## src/rtl/core/adbds_pkg.sv

```systemverilog
// adbds_pkg: shared widths, register codes, controller states and the
// command/status structs of the ADC block averager with deadband and rescale.
// No dependencies.
`default_nettype none

package adbds_pkg;

  // Field and datapath widths
  localparam int SAMPLE_W  = 12;
  localparam int SUM_W     = 14;
  localparam int CH_W      = 2;
  localparam int CFG_IDX_W = 2;
  localparam int PROD_W    = 2 * SAMPLE_W;

  // Frame shape: every channel is sampled ROUNDS times per frame
  localparam int ROUNDS    = 4;
  localparam int RND_W     = $clog2(ROUNDS);
  localparam int AVG_SHIFT = $clog2(ROUNDS);

  // Constants and register reset values
  localparam logic [SAMPLE_W-1:0] FULL_SCALE = 12'hFFF;
  localparam logic [SAMPLE_W-1:0] LOW_RST    = 12'd0;
  localparam logic [SAMPLE_W-1:0] HIGH_RST   = 12'd4095;
  localparam logic [SAMPLE_W-1:0] THR_RST    = 12'd16;

  // Configuration register indexes
  localparam logic [CFG_IDX_W-1:0] CFG_LOW  = 2'd0;
  localparam logic [CFG_IDX_W-1:0] CFG_HIGH = 2'd1;
  localparam logic [CFG_IDX_W-1:0] CFG_THR  = 2'd2;

  // Controller states
  typedef enum logic [2:0] {
    ST_ACCUM,
    ST_SCAN,
    ST_SEL,
    ST_DIV,
    ST_EMIT
  } state_t;

  // Controller -> datapath
  typedef struct packed {
    logic acc_en;   // add sample into the selected channel sum
    logic scan_en;  // record deadband decision for the selected channel
    logic sel_en;   // clear sum, publish average, launch rescale
    logic emit_en;  // load the output register
  } cmd_t;

  // Datapath -> controller
  typedef struct packed {
    logic mask_hit;  // selected channel publishes this frame
    logic div_busy;  // rescale divider running
    logic out_free;  // output register can take a new result
  } status_t;

endpackage

`default_nettype wire

```

## src/rtl/core/adbds_ctrl.sv

```systemverilog
// adbds_ctrl: sequencer for sample accumulation and the per-frame evaluation
// passes (deadband scan, then publish/rescale/emit). Depends on adbds_pkg.
`default_nettype none

module adbds_ctrl #(
  parameter int CHANNELS = 4,
  localparam int IDXW = (CHANNELS > 1) ? $clog2(CHANNELS) : 1
) (
  input  wire logic              clk,
  input  wire logic              rst_n,
  input  wire logic              in_valid,
  output logic                   in_stall,
  input  adbds_pkg::status_t     status,
  output adbds_pkg::cmd_t        cmd,
  output logic [IDXW-1:0]        sel_idx
);
  import adbds_pkg::*;

  localparam logic [IDXW-1:0]  LAST_CH  = IDXW'(CHANNELS - 1);
  localparam logic [RND_W-1:0] LAST_RND = RND_W'(ROUNDS - 1);

  state_t            state_r, state_nxt;
  logic [IDXW-1:0]   ch_r, ch_nxt;
  logic [RND_W-1:0]  rnd_r, rnd_nxt;
  logic [IDXW-1:0]   idx_r, idx_nxt;

  // State and counters
  always_ff @(posedge clk) begin
    if (!rst_n) begin
      state_r <= ST_ACCUM;
      ch_r    <= '0;
      rnd_r   <= '0;
      idx_r   <= '0;
    end else begin
      state_r <= state_nxt;
      ch_r    <= ch_nxt;
      rnd_r   <= rnd_nxt;
      idx_r   <= idx_nxt;
    end
  end

  // Next state and commands
  always_comb begin
    state_nxt = state_r;
    ch_nxt    = ch_r;
    rnd_nxt   = rnd_r;
    idx_nxt   = idx_r;
    cmd       = '0;
    in_stall  = 1'b1;
    case (state_r)
      ST_ACCUM: begin
        in_stall = 1'b0;
        if (in_valid) begin
          cmd.acc_en = 1'b1;
          if (ch_r == LAST_CH) begin
            ch_nxt = '0;
            if (rnd_r == LAST_RND) begin
              // frame complete
              rnd_nxt   = '0;
              idx_nxt   = '0;
              state_nxt = ST_SCAN;
            end else begin
              rnd_nxt = rnd_r + RND_W'(1);
            end
          end else begin
            ch_nxt = ch_r + IDXW'(1);
          end
        end
      end
      ST_SCAN: begin
        cmd.scan_en = 1'b1;
        if (idx_r == LAST_CH) begin
          idx_nxt   = '0;
          state_nxt = ST_SEL;
        end else begin
          idx_nxt = idx_r + IDXW'(1);
        end
      end
      ST_SEL: begin
        cmd.sel_en = 1'b1;
        if (status.mask_hit) begin
          state_nxt = ST_DIV;
        end else if (idx_r == LAST_CH) begin
          idx_nxt   = '0;
          state_nxt = ST_ACCUM;
        end else begin
          idx_nxt = idx_r + IDXW'(1);
        end
      end
      ST_DIV: begin
        if (!status.div_busy) begin
          state_nxt = ST_EMIT;
        end
      end
      ST_EMIT: begin
        if (status.out_free) begin
          cmd.emit_en = 1'b1;
          if (idx_r == LAST_CH) begin
            idx_nxt   = '0;
            state_nxt = ST_ACCUM;
          end else begin
            idx_nxt   = idx_r + IDXW'(1);
            state_nxt = ST_SEL;
          end
        end
      end
      default: begin
        state_nxt = ST_ACCUM;
      end
    endcase
  end

  // Sum index during accumulation, channel index during evaluation
  assign sel_idx = (state_r == ST_ACCUM) ? ch_r : idx_r;

endmodule

`default_nettype wire

```

## src/rtl/core/adbds_div.sv

```systemverilog
// adbds_div: restoring divider, one quotient bit per cycle, for the rescale
// quotient. Quotient is known to fit SAMPLE_W bits. Depends on adbds_pkg.
`default_nettype none

module adbds_div (
  input  wire logic                                clk,
  input  wire logic                                rst_n,
  input  wire logic                                start,
  input  wire logic [adbds_pkg::PROD_W-1:0]        num,
  input  wire logic [adbds_pkg::SAMPLE_W-1:0]      den,
  output logic                                     busy,
  output logic [adbds_pkg::SAMPLE_W-1:0]           quo
);
  import adbds_pkg::*;

  localparam int STEPS = SAMPLE_W;
  localparam int CNT_W = $clog2(STEPS);
  localparam logic [CNT_W-1:0] LAST_STEP = CNT_W'(STEPS - 1);

  logic [SAMPLE_W-1:0] rem_r, low_r, quo_r, den_r;
  logic [CNT_W-1:0]    cnt_r;
  logic                busy_r;
  logic [SAMPLE_W:0]   trial;
  logic [SAMPLE_W:0]   trial_sub;
  logic                ge;

  // One shift-subtract step
  assign trial     = {rem_r, low_r[SAMPLE_W-1]};
  assign trial_sub = trial - {1'b0, den_r};
  assign ge        = (trial >= {1'b0, den_r});

  // Control
  always_ff @(posedge clk) begin
    if (!rst_n) begin
      busy_r <= 1'b0;
      cnt_r  <= '0;
    end else if (start) begin
      busy_r <= 1'b1;
      cnt_r  <= '0;
    end else if (busy_r) begin
      cnt_r <= cnt_r + CNT_W'(1);
      if (cnt_r == LAST_STEP) begin
        busy_r <= 1'b0;
      end
    end
  end

  // Remainder and quotient; upper half of num is below den
  always_ff @(posedge clk) begin
    if (start) begin
      rem_r <= num[PROD_W-1:SAMPLE_W];
      low_r <= num[SAMPLE_W-1:0];
      den_r <= den;
      quo_r <= '0;
    end else if (busy_r) begin
      rem_r <= ge ? trial_sub[SAMPLE_W-1:0] : trial[SAMPLE_W-1:0];
      low_r <= {low_r[SAMPLE_W-2:0], 1'b0};
      quo_r <= {quo_r[SAMPLE_W-2:0], ge};
    end
  end

  assign busy = busy_r;
  assign quo  = quo_r;

endmodule

`default_nettype wire

```

## src/rtl/core/adbds_dp.sv

```systemverilog
// adbds_dp: configuration registers, channel sums, published averages,
// deadband compare, rescale and output register. Depends on adbds_pkg, adbds_div.
`default_nettype none

module adbds_dp #(
  parameter int CHANNELS = 4,
  localparam int IDXW = (CHANNELS > 1) ? $clog2(CHANNELS) : 1
) (
  input  wire logic                                clk,
  input  wire logic                                rst_n,
  input  wire logic                                cfg_valid,
  output logic                                     cfg_ready,
  input  wire logic [adbds_pkg::CFG_IDX_W-1:0]     cfg_index,
  input  wire logic [adbds_pkg::SAMPLE_W-1:0]      cfg_data,
  input  wire logic [adbds_pkg::SAMPLE_W-1:0]      in_sample,
  input  adbds_pkg::cmd_t                          cmd,
  input  wire logic [IDXW-1:0]                     sel_idx,
  output adbds_pkg::status_t                       status,
  output logic                                     out_valid,
  input  wire logic                                out_stall,
  output logic [adbds_pkg::CH_W-1:0]               out_channel,
  output logic [adbds_pkg::SAMPLE_W-1:0]           out_scaled_value,
  output logic                                     out_last_of_run
);
  import adbds_pkg::*;

  logic [SAMPLE_W-1:0] low_r, high_r, thr_r;
  logic [SUM_W-1:0]    sum_r [CHANNELS];
  logic [SAMPLE_W-1:0] pub_r [CHANNELS];
  logic [CHANNELS-1:0] mask_r;

  logic                direct_r;
  logic [SAMPLE_W-1:0] direct_val_r;
  logic                out_valid_r;
  logic [CH_W-1:0]     out_channel_r;
  logic [SAMPLE_W-1:0] out_value_r;
  logic                out_last_r;

  logic [SUM_W-1:0]    sum_sel;
  logic [SAMPLE_W-1:0] avg, pub_sel, diff, x, den;
  logic [PROD_W-1:0]   num;
  logic                flag, below, in_window, hit, div_start, div_busy, mask_above;
  logic                out_free;
  logic [SAMPLE_W-1:0] quo;

  // Selected channel: average and deadband decision
  assign sum_sel = sum_r[sel_idx];
  assign pub_sel = pub_r[sel_idx];
  assign avg     = sum_sel[AVG_SHIFT +: SAMPLE_W];
  assign diff    = (avg > pub_sel) ? (avg - pub_sel) : (pub_sel - avg);
  assign flag    = (diff > thr_r);
  assign hit     = mask_r[sel_idx];

  // Rescale window: (avg - low) * 4095 / (high - low)
  assign below     = (avg < low_r);
  assign in_window = !below && (avg < high_r);
  assign x         = avg - low_r;
  assign num       = {x, {SAMPLE_W{1'b0}}} - {{SAMPLE_W{1'b0}}, x};
  assign den       = high_r - low_r;
  assign div_start = cmd.sel_en && hit && in_window;

  adbds_div u_div (
    .clk   (clk),
    .rst_n (rst_n),
    .start (div_start),
    .num   (num),
    .den   (den),
    .busy  (div_busy),
    .quo   (quo)
  );

  // Any later channel still to publish this frame
  always_comb begin
    mask_above = 1'b0;
    for (int i = 0; i < CHANNELS; i++) begin
      if ((IDXW'(i) > sel_idx) && mask_r[i]) begin
        mask_above = 1'b1;
      end
    end
  end

  assign out_free = !out_valid_r || !out_stall;

  // Config, sums, published averages, publish mask, output valid
  always_ff @(posedge clk) begin
    if (!rst_n) begin
      low_r       <= LOW_RST;
      high_r      <= HIGH_RST;
      thr_r       <= THR_RST;
      mask_r      <= '0;
      out_valid_r <= 1'b0;
      for (int i = 0; i < CHANNELS; i++) begin
        sum_r[i] <= '0;
        pub_r[i] <= '0;
      end
    end else begin
      if (cfg_valid) begin
        case (cfg_index)
          CFG_LOW:  low_r  <= cfg_data;
          CFG_HIGH: high_r <= cfg_data;
          CFG_THR:  thr_r  <= cfg_data;
          default: ;
        endcase
      end
      if (cmd.acc_en) begin
        sum_r[sel_idx] <= sum_sel + SUM_W'(in_sample);
      end
      if (cmd.scan_en) begin
        mask_r[sel_idx] <= flag;
      end
      if (cmd.sel_en) begin
        sum_r[sel_idx] <= '0;
        if (hit) begin
          pub_r[sel_idx] <= avg;
        end
      end
      if (cmd.emit_en) begin
        out_valid_r <= 1'b1;
      end else if (!out_stall) begin
        out_valid_r <= 1'b0;
      end
    end
  end

  // Clamp result and output payload
  always_ff @(posedge clk) begin
    if (cmd.sel_en) begin
      direct_r     <= !in_window;
      direct_val_r <= below ? '0 : FULL_SCALE;
    end
    if (cmd.emit_en) begin
      out_channel_r <= CH_W'(sel_idx);
      out_value_r   <= direct_r ? direct_val_r : quo;
      out_last_r    <= !mask_above;
    end
  end

  assign cfg_ready        = 1'b1;
  assign status.mask_hit  = hit;
  assign status.div_busy  = div_busy;
  assign status.out_free  = out_free;
  assign out_valid        = out_valid_r;
  assign out_channel      = out_channel_r;
  assign out_scaled_value = out_value_r;
  assign out_last_of_run  = out_last_r;

endmodule

`default_nettype wire

```

## src/rtl/core/adc_block_average_deadband_scaler_core.sv

```systemverilog
// ADC block averager with change deadband and linear rescale, top level.
//
// Input channel (in_valid / in_stall / in_sample): one raw 12-bit sample per
// transaction, in scan order channel 0..CHANNELS-1, four rounds per frame.
// A sample is taken whenever in_valid is high while the block accumulates.
// After the last sample of a frame the block holds in_stall high while it
// evaluates: a deadband scan over all channels, then per channel a select
// step, plus, for a channel that publishes, a rescale (one quotient bit per
// cycle in the divider) and a load of the output register.
// Output channel (out_valid / out_stall): channel, scaled_value and
// last_of_run, one transaction per published channel in ascending order.
// The output register holds a result under out_stall; evaluation waits on it,
// but the next frame's samples are accepted while the last result waits.
// Config port (cfg_valid / cfg_ready / cfg_index / cfg_data): always ready;
// index 0 low_limit, 1 high_limit, 2 change_threshold, others ignored.
// Reset (rst_n, synchronous): clears sums, published averages, scan position,
// and restores register defaults 0 / 4095 / 16. Depends on adbds_pkg.
`default_nettype none

module adc_block_average_deadband_scaler_core #(
  parameter int CHANNELS = 4
) (
  input  wire logic                                clk,
  input  wire logic                                rst_n,
  input  wire logic                                in_valid,
  output logic                                     in_stall,
  input  wire logic [adbds_pkg::SAMPLE_W-1:0]      in_sample,
  output logic                                     out_valid,
  input  wire logic                                out_stall,
  output logic [adbds_pkg::CH_W-1:0]               out_channel,
  output logic [adbds_pkg::SAMPLE_W-1:0]           out_scaled_value,
  output logic                                     out_last_of_run,
  input  wire logic                                cfg_valid,
  output logic                                     cfg_ready,
  input  wire logic [adbds_pkg::CFG_IDX_W-1:0]     cfg_index,
  input  wire logic [adbds_pkg::SAMPLE_W-1:0]      cfg_data
);
  import adbds_pkg::*;

  localparam int IDXW = (CHANNELS > 1) ? $clog2(CHANNELS) : 1;

  cmd_t            cmd;
  status_t         status;
  logic [IDXW-1:0] sel_idx;

  adbds_ctrl #(
    .CHANNELS (CHANNELS)
  ) u_ctrl (
    .clk      (clk),
    .rst_n    (rst_n),
    .in_valid (in_valid),
    .in_stall (in_stall),
    .status   (status),
    .cmd      (cmd),
    .sel_idx  (sel_idx)
  );

  adbds_dp #(
    .CHANNELS (CHANNELS)
  ) u_dp (
    .clk              (clk),
    .rst_n            (rst_n),
    .cfg_valid        (cfg_valid),
    .cfg_ready        (cfg_ready),
    .cfg_index        (cfg_index),
    .cfg_data         (cfg_data),
    .in_sample        (in_sample),
    .cmd              (cmd),
    .sel_idx          (sel_idx),
    .status           (status),
    .out_valid        (out_valid),
    .out_stall        (out_stall),
    .out_channel      (out_channel),
    .out_scaled_value (out_scaled_value),
    .out_last_of_run  (out_last_of_run)
  );

endmodule

`default_nettype wire

```

## config.mk

```make
export PLATFORM = sky130hd
export DESIGN_NAME = adc_block_average_deadband_scaler_core
export DESIGN_NICKNAME = d
export VERILOG_FILES = /design/src/rtl/core/adbds_pkg.sv /design/src/rtl/core/adbds_ctrl.sv /design/src/rtl/core/adbds_div.sv /design/src/rtl/core/adbds_dp.sv /design/src/rtl/core/adc_block_average_deadband_scaler_core.sv
export SDC_FILE = /design/constraint.sdc
export NUM_CORES = 1
export LEC_CHECK = 0
export ABC_AREA = 1
export BUFFER_PORTS_ARGS = -buffer_cell sky130_fd_sc_hd__buf_2
export CORE_ASPECT_RATIO = 0.75
export CORE_MARGIN = 2
export CORE_UTILIZATION = 40
export DETAILED_ROUTE_END_ITERATION = 10
export HOLD_SLACK_MARGIN = 0.03
export PLACE_DENSITY_LB_ADDON = 0.12
export SYNTH_ARGS = -nofsm -noshare
export SYNTH_HDL_FRONTEND = slang
export SYNTH_SLANG_ARGS = --single-unit
```

## constraint.sdc

```tcl
create_clock -name clk -period 11 [get_ports clk]
set_clock_uncertainty 0.15 [all_clocks]
set_input_delay 2.2 -clock clk [delete_from_list [all_inputs] [get_ports clk]]
set_output_delay 2.2 -clock clk [all_outputs]
set_load 0.1 [all_outputs]
```

# Yosys cells after proc, flatten, opt, wreduce, memory -nomap -nowiden
# Memory sizes are Yosys's and may differ from the RTL's.
# Index checks and enable logic that the tools add are counted.
totals:
  ramBits: 104
  wordCells: 160
  memories: 2
  input_bits: 31
  output_inout_bits: 18
  reg_bits: 131
memory_table:
  columns: ["memory", "words", "word_bits", "read_ports", "rd_clocked_by_memory_dff", "write_ports", "line", "source"]
  rows:
  - ["u_dp.sum_r", 4, 14, 1, 0, 4, "adbds_dp.sv:28", "logic [SUM_W-1:0] sum_r [CHANNELS];"]
  - ["u_dp.pub_r", 4, 12, 1, 0, 4, "adbds_dp.sv:29", "logic [SAMPLE_W-1:0] pub_r [CHANNELS];"]
classes:
  n_eq_ne: 19
  mux: 67
  n_addsub: 11
  n_lt_le_gt_ge: 11
  reduce_logical: 28
  n_bitwise: 2
op_table:
  columns: ["cell", "count"]
  rows:
  - ["$mux W12", 9]
  - ["$sub A12 B12 Y12", 5]
  - ["$mux W1", 31]
  - ["$mux W14", 2]
  - ["$gt A12 B12 Y1", 2]
  - ["$lt A12 B12 Y1", 2]
  - ["$mux W2", 12]
  - ["$mux W3", 8]
  - ["$sub A24 B12 Y24", 1]
  - ["$pmux W3 S5", 1]
  - ["$add A14 B12 Y14", 1]
  - ["$reduce_or A14 Y1", 1]
  - ["$ge A13 B12 Y1", 1]
  - ["$reduce_or A12 Y1", 1]
  - ["$ne A2 B1 Y1 const B", 5]
  - ["$eq A2 B2 Y1 const B", 4]
  - ["$logic_and A1 B1 Y1", 8]
  - ["$pmux W2 S4", 1]
  - ["$reduce_and A2 Y1", 4]
  - ["$reduce_and A7 Y1", 1]
  - ["$add A2 B1 Y2 const B", 3]
  - ["$eq A3 B2 Y1 const B", 2]
  - ["$ne A2 B2 Y1 const B", 3]
  - ["$reduce_and A6 Y1", 1]
  - ["23 further kinds", 29]

# Longest topological paths before layout
# Gate-level depths: netlist of the first run.
depth:
  ltp_word: 10
  ltp_mapped: 34
  ltp_nobuf: 30

# By module
# Synthesis of the first run repeated with hierarchy kept, for this count alone.
hier_totals:
  hier_cells: 1739
  hier_area_um2: 14184.9
modules_own_cells:
  columns: ["mod", "instances", "cells_per_inst", "area_per_inst_um2"]
  rows:
  - ["adbds_dp", 1, 1287, 10568.9]
  - ["adbds_div", 1, 360, 3011.6]
  - ["adbds_ctrl", 1, 92, 604.3]

# Worst setup path after synthesis of the first run
# No wires, ideal clock.
synth_timing:
  path_kind: "register to register"
  from: "register u_ctrl.state_r[0]"
  to: "register u_dp.mask_r[0]"
  path_slack_ns: 5.981
  arrival_time_ns: 4.734
  path_stages_with_launch: 33
  t_required_ns: 10.716
  path_buffers: 5
  setup_time_ns: 0.134
  period_less_slack_ns: 5.019
  path_cell_list: "dfxtp_1 > nor2_4 > nand2_2 > buf_6 > nand2_1 > nand2_2 > nand2_2 > buf_6 > inv_2 > clkbuf_1 > a22oi_1 > o221ai_1 > inv_1 > ha_1 > clkbuf_1 > nand2_1 > o21ai_0 > a21oi_1 > o21bai_2 > nand2_2 > a21oi_2 > buf_6 > nand2_1 > nand2_1 > inv_1 > ha_1 > nand2_1 > inv_1 > nand3_1 > nor3_1 > nand3_1 > o21ai_0 > a21oi_1"
synth_via:
  elab_chain_len: 7
  elab_cells_between_ends: 17
synth_rtl:
  columns: ["element", "line", "source"]
  rows:
  - ["start: declaration", "adbds_ctrl.sv:22", "state_t state_r, state_nxt;"]
  - ["start signal: assignment", "adbds_ctrl.sv:35", "state_r <= state_nxt;"]
  - ["$logic_not A3 Y1", "adbds_ctrl.sv:114", "assign sel_idx = (state_r == ST_ACCUM) ? ch_r : idx_r;"]
  - ["$mux W2", "adbds_ctrl.sv:114", null]
  - ["$mem_v2 Z4 W12 (tied with other cells)", null, null]
  - ["$sub A12 B12 Y12 (tied with other cells)", "adbds_dp.sv:50", "assign diff = (avg > pub_sel) ? (avg - pub_sel) : (pub_sel - avg);"]
  - ["$mux W12 or $mux W1 (tied branches)", "adbds_dp.sv:50, adbds_dp.sv:109", null]
  - ["$gt A12 B12 Y1 or $demux W1 S2 (tied branches)", null, null]
  - ["$bwmux W4", "adbds_dp.sv:109", "mask_r[sel_idx] <= flag;"]
  - ["end signal: indexed assignment", "adbds_dp.sv:109", null]
  - ["end: declaration", "adbds_dp.sv:30", "logic [CHANNELS-1:0] mask_r;"]
# Parallel ways exist; a longest one is shown, timed or not.
# A chain may end at the register's enable or synchronous reset.

# Final worst setup path of the first run
layout_timing:
  from: "register u_ctrl.state_r[0]"
  to: "register u_dp.mask_r[1]"
layout_via:
  elab_chain_len: 7
  elab_cells_between_ends: 17
layout_rtl:
  columns: ["element", "line", "source"]
  rows:
  - ["$logic_not A3 Y1 *", "adbds_ctrl.sv:114", null]
  - ["$mux W2 *", "adbds_ctrl.sv:114", null]
  - ["named net sel_idx[1]", "adc_block_average_deadband_scaler_core.sv:44", "logic [IDXW-1:0] sel_idx;"]
  - ["$mem_v2 Z4 W12 (tied with other cells)", null, null]
  - ["$sub A12 B12 Y12 (tied with other cells)", "adbds_dp.sv:50", null]
  - ["$mux W12 or $mux W1 (tied branches)", "adbds_dp.sv:50, adbds_dp.sv:109", null]
  - ["$gt A12 B12 Y1 or $demux W1 S2 (tied branches)", null, null]
  - ["$bwmux W4 *", "adbds_dp.sv:109", null]
# The timed path passes the listed nets; every way through them passes the cells marked *.

==> out/metrics.cfg, run 1 <==
[outcome]
status=finished clean

[routing]
viasPerCell=5.16
drt_pass1_iterations=5
vias=11165
drt_iter0_drc=1106
wl_per_cell_um=17.7
ant_nets=0
drc_errors=0
wl_mm=38.2

[layout]
syn2layout_area_growth_pct=9.89
diodes=0
fin_nets=1827
instances_no_fill=2164
drive_above_1_share=0.0922

[synthesis]
syn_nets=1795
syn_inst=1664
synth_top_family_by_area=simple AND/OR/NAND/NOR gates
ys_types=57
synth_area_um2=13800
synth_seq_area_share=0.437
async_flop_share=0
synth-compound-area-share=0.140
synthFlopType=edfxtp_1
yosys.area_share.xor_xnor=0.0259
synth.top_cells.by_area=edfxtp_1, dfxtp_1, ha_1, nand2_1, inv_1
yosysMostFrequentCell=nand2_1
synth-seq-cells=224
synth.yosys.warnings=0
synth-simple-area-share=0.206
synth_edf_count=157
synth_mux_area_frac=0.00226
synth_common_cells=nand2_1, inv_1, nor2_1, edfxtp_1, a21oi_1
synth.top_cell.area_share=0.341
synthAdderAreaFrac=0.0936
synth.avg_cell_area_um2=8.32
yosys.area.top_type=edfxtp_1

[critical_path]
startpoint_type=flip-flop
cpMaxStageDelayCell=o21ai_0
required_ps=11240
max_stage_delay_ps=650
crit_arrival_ps=6550
path_common_cell=nand2_1
criticalPathCategory=flip-flop to flip-flop
cp-end-kind=flip-flop
critical_path.max_fanout=20

[floorplanning]
pin_count=49
initial_core_util=0.409
die-area_um2=36100
coreArea_um2=33800
die_y_um=165
dieWidth_um=219
num_rows=58

[pwr]
p_sw_frac=0.354
p_per_area_nw_per_um2=166
p_seq_frac=0.383
ir_drop_uv=97.7
intPower_mw=1.63
combPwrFrac=0.308
p_sw_mw=0.894
p_clk_frac=0.309
leakage_nw=6.80

[global_route]
grt_max_degree=54
grt_pass1_wl_mm=59.0
antenna_found_initial=0
grtUsageTotal=0.212
grt.overflow.total=0
grt_pass1_vias=10201

[clock_tree]
cts.sinks=224
cts_tree=yes
numCtsBuffers=25
cts.clk_slew.worst_paths_ps=60
cts_hold_buf=0
htree_levels=1
cts.repair.resized=0
clk_latency_ps=550
root_buffer=clkbuf_16
cts-root-to-sink-buffers=3
post_cts_buffers=0

[sta]
max_freq_mhz=158
finalMaxSlewViolations=0
layout_min_cycle_time_ps=6310
rsz0062_at_grt=false
setup_violations=0
finalCritPeriodShare=0.574
finalHoldViolCount=0
tightest_slew_ps=1080
max_slew_margin=0.277
tns_ps=0

[place]
placed_cells=2119
port_buffers=47
place.gp.congestion=0.899
dp.final_hpwl_mm=28.4

[flow_run]
max_cap_viol_count=0

[worst_hold_path]
hp-class=flip-flop to flip-flop

[cells by family after synthesis]
kind of cell,count (synthesis)
other cells,1
flops,224
xor+xnor,41
buf+inv,329
fa+ha+maj,100
mux,3
simple gates,650
compound gates,316
[cells in the final DEF, fill, tap and decap left out, types with 4 or more instances in the layout]
cell type    n
o221ai_1    26
nor2_4       6
nand3b_1     8
a21o_1       5
nand2_2     12
xor2_1      29
nand2_4      7
clkbuf_1     4
nor2_2       8
fa_1         6
a211oi_1     7
nand3_1     63
a21oi_1    111
dfxtp_1     67
inv_1      267
nand4_1     16
clkinv_2     7
nor3_1      16
buf_2       47
o21ai_0     81
buf_4       11
o21bai_1     4
ha_1        94
edfxtp_1   157
clkbuf_16   25
nand2_1    298
inv_2        8
a22oi_1     12
nor2_1     197
o211ai_1    31
or2_2        5
o21ai_1      9
xnor2_1     12
o22a_1      12
[worst max-delay path, delay by kind of cell (launching register included)]
kind                       cells  cell delay [ps]
buffers and inverters          6             1100
DFF                            1              420
adders and majority gates      2              580
and+or+nand+nor               12             1680
AOI/OAI and AO/OA              9             2190
[final timing paths]
path / slack (ps) / to / from / depth (start not counted)
worst max-delay path: 4690 / u_dp.mask_r[1] / u_ctrl.state_r[0] / 29
worst min-delay path: 310 / u_dp.u_div.cnt_r[2] / u_dp.u_div.cnt_r[2] / 2
worst max register to register: 4690 / u_dp.mask_r[1] / u_ctrl.state_r[0] / 29
worst min register to register: 310 / u_dp.u_div.cnt_r[2] / u_dp.u_div.cnt_r[2] / 2
[sequential cells by signal (all words and copies together), names as in the netlist, 4 cells and up]
register and flops:
u_dp.u_div.quo 12, u_dp.pub_r 48, u_dp.high_r 12, u_dp.thr_r 12
u_dp.u_div.cnt_r 4, u_dp.out_scaled_value 12, u_dp.sum_r 56, u_dp.u_div.rem_r 12
u_dp.low_r 12, u_dp.mask_r 4, u_dp.u_div.den_r 12, u_dp.u_div.low_r 12
[per-stage QoR]
| stage | hold slack, ps | utilization | power, mW | worst slack (ps) | instance area [µm²] |
|---|---|---|---|---|---|
| finish | 314 | 0.450 | 2.53 | 4690 | 15200 |
| global route | 350 | 0.450 | 2.69 | 3970 | 15200 |
| CTS | 314 | 0.450 | 2.54 | 4780 | 15200 |
| detailed placement | 305 | 0.428 | 1.76 | 4780 | 14500 |
| global placement | 301 | 0.428 | 1.76 | 4990 | 14500 |
| floorplan | 285 | - | 1.55 | 5980 | 13800 |
[area by class of cell]
class                   count  area, µm²
clock inverters            15       93.8
inverters                 276       1040
fillers                  3450      18600
multi-input cells        1111       6490
repair buffers             58        318
well taps                 450        563
flip-flops and latches    224       6060
clock buffers              30        654
[power by group through the flow]
stage               Sequential (mW)  Clock [mW]  Combinational (mW)
floorplan                     0.979           0               0.569
global placement              0.985           0               0.771
detailed placement            0.985           0               0.770
CTS                           0.968       0.801               0.774
global route                  0.971       0.832               0.886
finish                        0.968       0.781               0.778
[metal layers]
metal | wire, µm | up-vias | track usage
li1 | - | 5629 | -
met1 | 20300 | 5202 | 0.342
met2 | 14700 | 286 | 0.288
met3 | 2470 | 48 | 0.0375
met4 | 761 | 0 | 0.0467
met5 | 0 | - | 0
(Power assumes the default switching activity.)
==> run 2: changes to the inputs <==
Clock period 11 ns to 5.3 ns, I/O delays scaled along.
==> out/metrics.cfg, run 2 (synthesis gave the netlist of run 1 again) <==
[outcome]
status=finished clean

[floorplanning]
die_y_um=165
initial_core_util=0.409
die-area_um2=36100
coreArea_um2=33800
dieWidth_um=219
num_rows=58
pin_count=49

[layout]
final_common_cell=nand2_1
reg_top3=u_dp.sum_r (56), u_dp.pub_r (48)
fin_nets=1853
regMostFlops=u_dp.sum_r
largest_reg_flops=56
final_cell_mix=nand2_1, inv_1, nor2_1, edfxtp_1, a21oi_1
syn2layout_area_growth_pct=12.3
drive_above_1_share=0.115

[critical_path]
required_ps=5610
cp-end-kind=flip-flop
criticalPathCategory=flip-flop to flip-flop
critical_path.max_fanout=11
max_stage_delay_ps=360
crit_arrival_ps=5150
reg2regPathDepth=28
critPathTopFamily=compound AO/OA/AOI/OAI gates
worst-path-stages=28
cp_num_buf_inv=7
cpMaxStageDelayCell=dfxtp_1
startpoint_type=flip-flop

[pwr]
leakage_nw=6.93
ir_drop_uv=226
p_sw_mw=1.87
p_sw_frac=0.345
p_per_area_nw_per_um2=348
combPwrFrac=0.312
intPower_mw=3.54
p_seq_frac=0.372
p_clk_frac=0.316

[place]
place_ws_ps=-28.6
port_buffers=47
place.gp.congestion=0.887
dp.final_hpwl_mm=29.1

[routing]
wl_mm=38.9
vias=11218
ant_nets=0
drt_pass1_iterations=5
viasPerCell=5.12
drc_errors=0
drt_iter0_drc=890
wl_per_cell_um=17.8

[worst_hold_path]
hp-class=flip-flop to flip-flop
min_path_cells=2

[sta]
max_freq_mhz=207
tns_ps=0
max_slew_margin=0.285
setup_slack_ps=464
finalCritPeriodShare=0.912
finalMaxSlewViolations=0
finalHoldViolCount=0
layout_min_cycle_time_ps=4840
setup_violations=0
rsz0062_at_grt=false
tightest_slew_ps=1070

[global_route]
grt_max_degree=53
grt.overflow.total=0
grt_pass1_wl_mm=60.1
grtUsageTotal=0.217
antenna_found_initial=0
grt_pass1_vias=10268

[clock_tree]
clk_latency_ps=540
cts.clk_slew.worst_paths_ps=60
cts_hold_buf=0
cts_tree=yes
cts-root-to-sink-buffers=3
root_buffer=clkbuf_16
htree_levels=1
numCtsBuffers=25
cts.sinks=224

[flow_run]
max_cap_viol_count=0

run 2: cell type report:
cell class / count / area (µm²)
fillers: 3391 / 18300
repair inverters: 1 / 7.51
multi-input cells: 1111 / 6580
diodes: 1 / 2.50
repair buffers: 83 / 522
clock inverters: 7 / 61.3
flip-flops and latches: 224 / 6060
clock buffers: 37 / 719
well taps: 450 / 563
inverters: 276 / 1040
run 2: metrics by stage:
step | power (mW) | cell area, µm² | utilization | std cells | hold WS [ps]
floorplan | 3.21 | 13800 | - | 1664 | 285
global placement | 3.69 | 14700 | 0.433 | 2142 | 304
detailed placement | 3.69 | 14700 | 0.433 | 2142 | 308
CTS | 5.40 | 15400 | 0.456 | 2186 | 318
global route | 5.75 | 15500 | 0.460 | 2189 | 346
finish | 5.41 | 15500 | 0.460 | 2190 | 318
run 2: power groups by stage:
| stage | Sequential [mW] | Clock (mW) | Combinational (mW) |
|---|---|---|---|
| 2_1_floorplan | 2.03 | 0 | 1.18 |
| 3_3_place_gp | 2.05 | 0 | 1.64 |
| 3_5_place_dp | 2.05 | 0 | 1.64 |
| 4_1_cts | 2.01 | 1.74 | 1.65 |
| 5_1_grt | 2.02 | 1.81 | 1.92 |
| 6_report | 2.01 | 1.71 | 1.69 |
run 2: tightest hold or removal path: stages, from the launching register on:
cell and delay [ps]:
dfxtp_1 310, nand2_1 60, a21oi_1 50
run 2: routing by layer:
metal / share of wire / up-vias / routed length, µm / track usage
li1: - / 5652 / - / -
met1: 0.55 / 5261 / 21600 / 0.360
met2: 0.38 / 273 / 14700 / 0.289
met3: 0.056 / 32 / 2190 / 0.0394
met4: 0.012 / 0 / 471 / 0.0326
met5: 0 / - / 0 / 0
run 2: what timing repair did:
item,in CTS,in global routing
buffers inserted,0,2
gates resized for setup,1,25
cloned,0,1
setup endpoints to repair,4,9
hold endpoints to repair,0,0
run 2: worst paths after layout:
kind | slack [ps] | from | endpoint
setup reg to reg | 460 | u_ctrl.state_r[0] | u_dp.mask_r[3]
setup / recovery | 460 | u_ctrl.state_r[0] | u_dp.mask_r[3]
hold reg to reg | 320 | u_ctrl.rnd_r[1] | u_ctrl.rnd_r[1]
hold / removal | 320 | u_ctrl.rnd_r[1] | u_ctrl.rnd_r[1]
==> run 3: changes to the inputs <==
Settings changed: CORE_UTILIZATION 40 to 35.
==> out/metrics.cfg, run 3 (synthesis gave the netlist of run 1 again) <==
[clock_tree]
htree_levels=1
cts-root-to-sink-buffers=3
root_buffer=clkbuf_16
cts_hold_buf=0
cts_tree=yes
cts.clk_slew.worst_paths_ps=60
clk_latency_ps=540
cts.sinks=224
numCtsBuffers=25

[sta]
finalHoldViolCount=0
layout_min_cycle_time_ps=4860
max_slew_margin=0.266
tns_ps=0
finalMaxSlewViolations=0
finalCritPeriodShare=0.918
fin_hold_ws_ps=314
tightest_slew_ps=1100
setup_slack_ps=436
max_freq_mhz=206
setup_violations=0
rsz0062_at_grt=false

[layout]
largest_reg_flops=56
final_common_cell=nand2_1
diodes=0
reg_top3=u_dp.sum_r (56), u_dp.pub_r (48)
fillCellCount=4002
final_cell_mix=nand2_1, inv_1, nor2_1, edfxtp_1, a21oi_1
syn2layout_area_growth_pct=12.9
final_util=0.398
fin_nets=1846
regMostFlops=u_dp.sum_r
drive_above_1_share=0.117

[worst_hold_path]
min_path_cells=2
hold_start=u_dp.thr_r[6]
hold_path_end=u_dp.thr_r[6]
hp-class=flip-flop to flip-flop

[routing]
drt_pass1_iterations=5
wl_mm=40.3
vias=11328
drt_iter0_drc=1062
drc_errors=0
viasPerCell=5.03
ant_nets=0
wl_per_cell_um=17.9

[pwr]
power_mw=5.47
combPwrFrac=0.311
ir_drop_uv=219
p_seq_frac=0.367
p_clk_frac=0.322
p_sw_frac=0.349
p_sw_mw=1.91
intPower_mw=3.56
leakage_nw=6.93
p_per_area_nw_per_um2=350

[place]
dp.final_hpwl_mm=30.9
port_buffers=47
place_ws_ps=81.5
place.gp.congestion=0.928

[critical_path]
max_stage_delay_ps=400
crit_arrival_ps=5170
criticalPathCategory=flip-flop to flip-flop
r2r_start=u_ctrl.state_r[0]
reg2regPathDepth=27
cpMaxStageDelayCell=fa_1
required_ps=5610
rrSetupSlack_ps=440
critical_path.max_fanout=8
startpoint_type=flip-flop
cp-end-kind=flip-flop
regToRegEndpoint=u_dp.mask_r[0]

[flow_run]
max_cap_viol_count=0

[floorplanning]
num_rows=63
pin_count=49
dieWidth_um=234
coreArea_um2=39300
initial_core_util=0.353
die_y_um=176
die-area_um2=41200

[global_route]
grtUsageTotal=0.197
grt.overflow.total=0
grt_max_degree=53
grt_pass1_wl_mm=62.1
grt_pass1_vias=10653
antenna_found_initial=0

[outcome]
status=finished clean

==> run 3: cell count changes in the layout (fill, tap and decap cells not counted), moves of 4 or more <==
| cell | before | now |
|---|---|---|
| buf_4 | 34 | 28 |
| clkinv_2 | 2 | 7 |
| clkbuf_1 | 7 | 0 |
| ha_1 | 92 | 88 |
==> run 3: layout make-up <==
| class | instances | area [µm²] | area share |
|---|---|---|---|
| clock buffers | 25 | 626 | 0.0400 |
| well taps | 520 | 651 | 0.0416 |
| inverters | 276 | 1040 | 0.0663 |
| repair buffers | 77 | 468 | 0.0299 |
| flip-flops and latches | 224 | 6060 | 0.387 |
| multi-input cells | 1111 | 6610 | 0.423 |
| clock inverters | 20 | 188 | 0.0120 |
==> run 3: per-layer routing <==
metal  share of wire  track usage
met4           0.013       0.0330
met1            0.54        0.326
met3           0.060       0.0236
met5               0            0
met2            0.39        0.271
==> run 3: timing repair <==
action	in CTS	in global routing
gates resized for setup	0	32
buffers inserted	0	3
setup endpoints to repair	0	10
==> run 3: worst max-delay path: cells and delay by family (launching register included) <==
kind,cells,cell delay [ps]
buffers and inverters,6,790
AOI/OAI and AO/OA,10,1750
DFF,1,370
adders and majority gates,3,930
and+or+nand+nor,8,820
==> run 3: how the worst max path moves through the flow <==
| stage | cells past startpoint | slack [ps] | end | start |
|---|---|---|---|---|
| final | 27 | 440 | u_dp.mask_r[0] | u_ctrl.state_r[0] |
| after detailed placement | 28 | 80 | u_dp.mask_r[3] | u_ctrl.state_r[0] |
| after global placement | 29 | 90 | u_dp.mask_r[0] | u_ctrl.state_r[0] |
| after global routing | 27 | 9 | u_dp.mask_r[1] | u_ctrl.state_r[0] |
| after CTS | 28 | 20 | u_dp.mask_r[0] | u_ctrl.state_r[0] |
| after floorplan | 32 | 280 | u_dp.mask_r[0] | u_ctrl.state_r[0] |
==> run 3: metrics by stage <==
step | instance area, µm² | cells
4_1_cts | 15500 | 2250
3_5_place_dp | 14700 | 2205
5_1_grt | 15600 | 2253
6_report | 15600 | 2253
2_1_floorplan | 13800 | 1664
3_3_place_gp | 14700 | 2205
==> run 3: power by group through the flow <==
| stage | Clock (mW) | Sequential, mW | Combinational (mW) |
|---|---|---|---|
| 4_1_cts | 1.80 | 2.01 | 1.65 |
| 3_3_place_gp | 0 | 2.05 | 1.63 |
| 5_1_grt | 1.86 | 2.02 | 1.91 |
| 6_report | 1.76 | 2.01 | 1.70 |
| 3_5_place_dp | 0 | 2.04 | 1.64 |
| 2_1_floorplan | 0 | 2.03 | 1.18 |
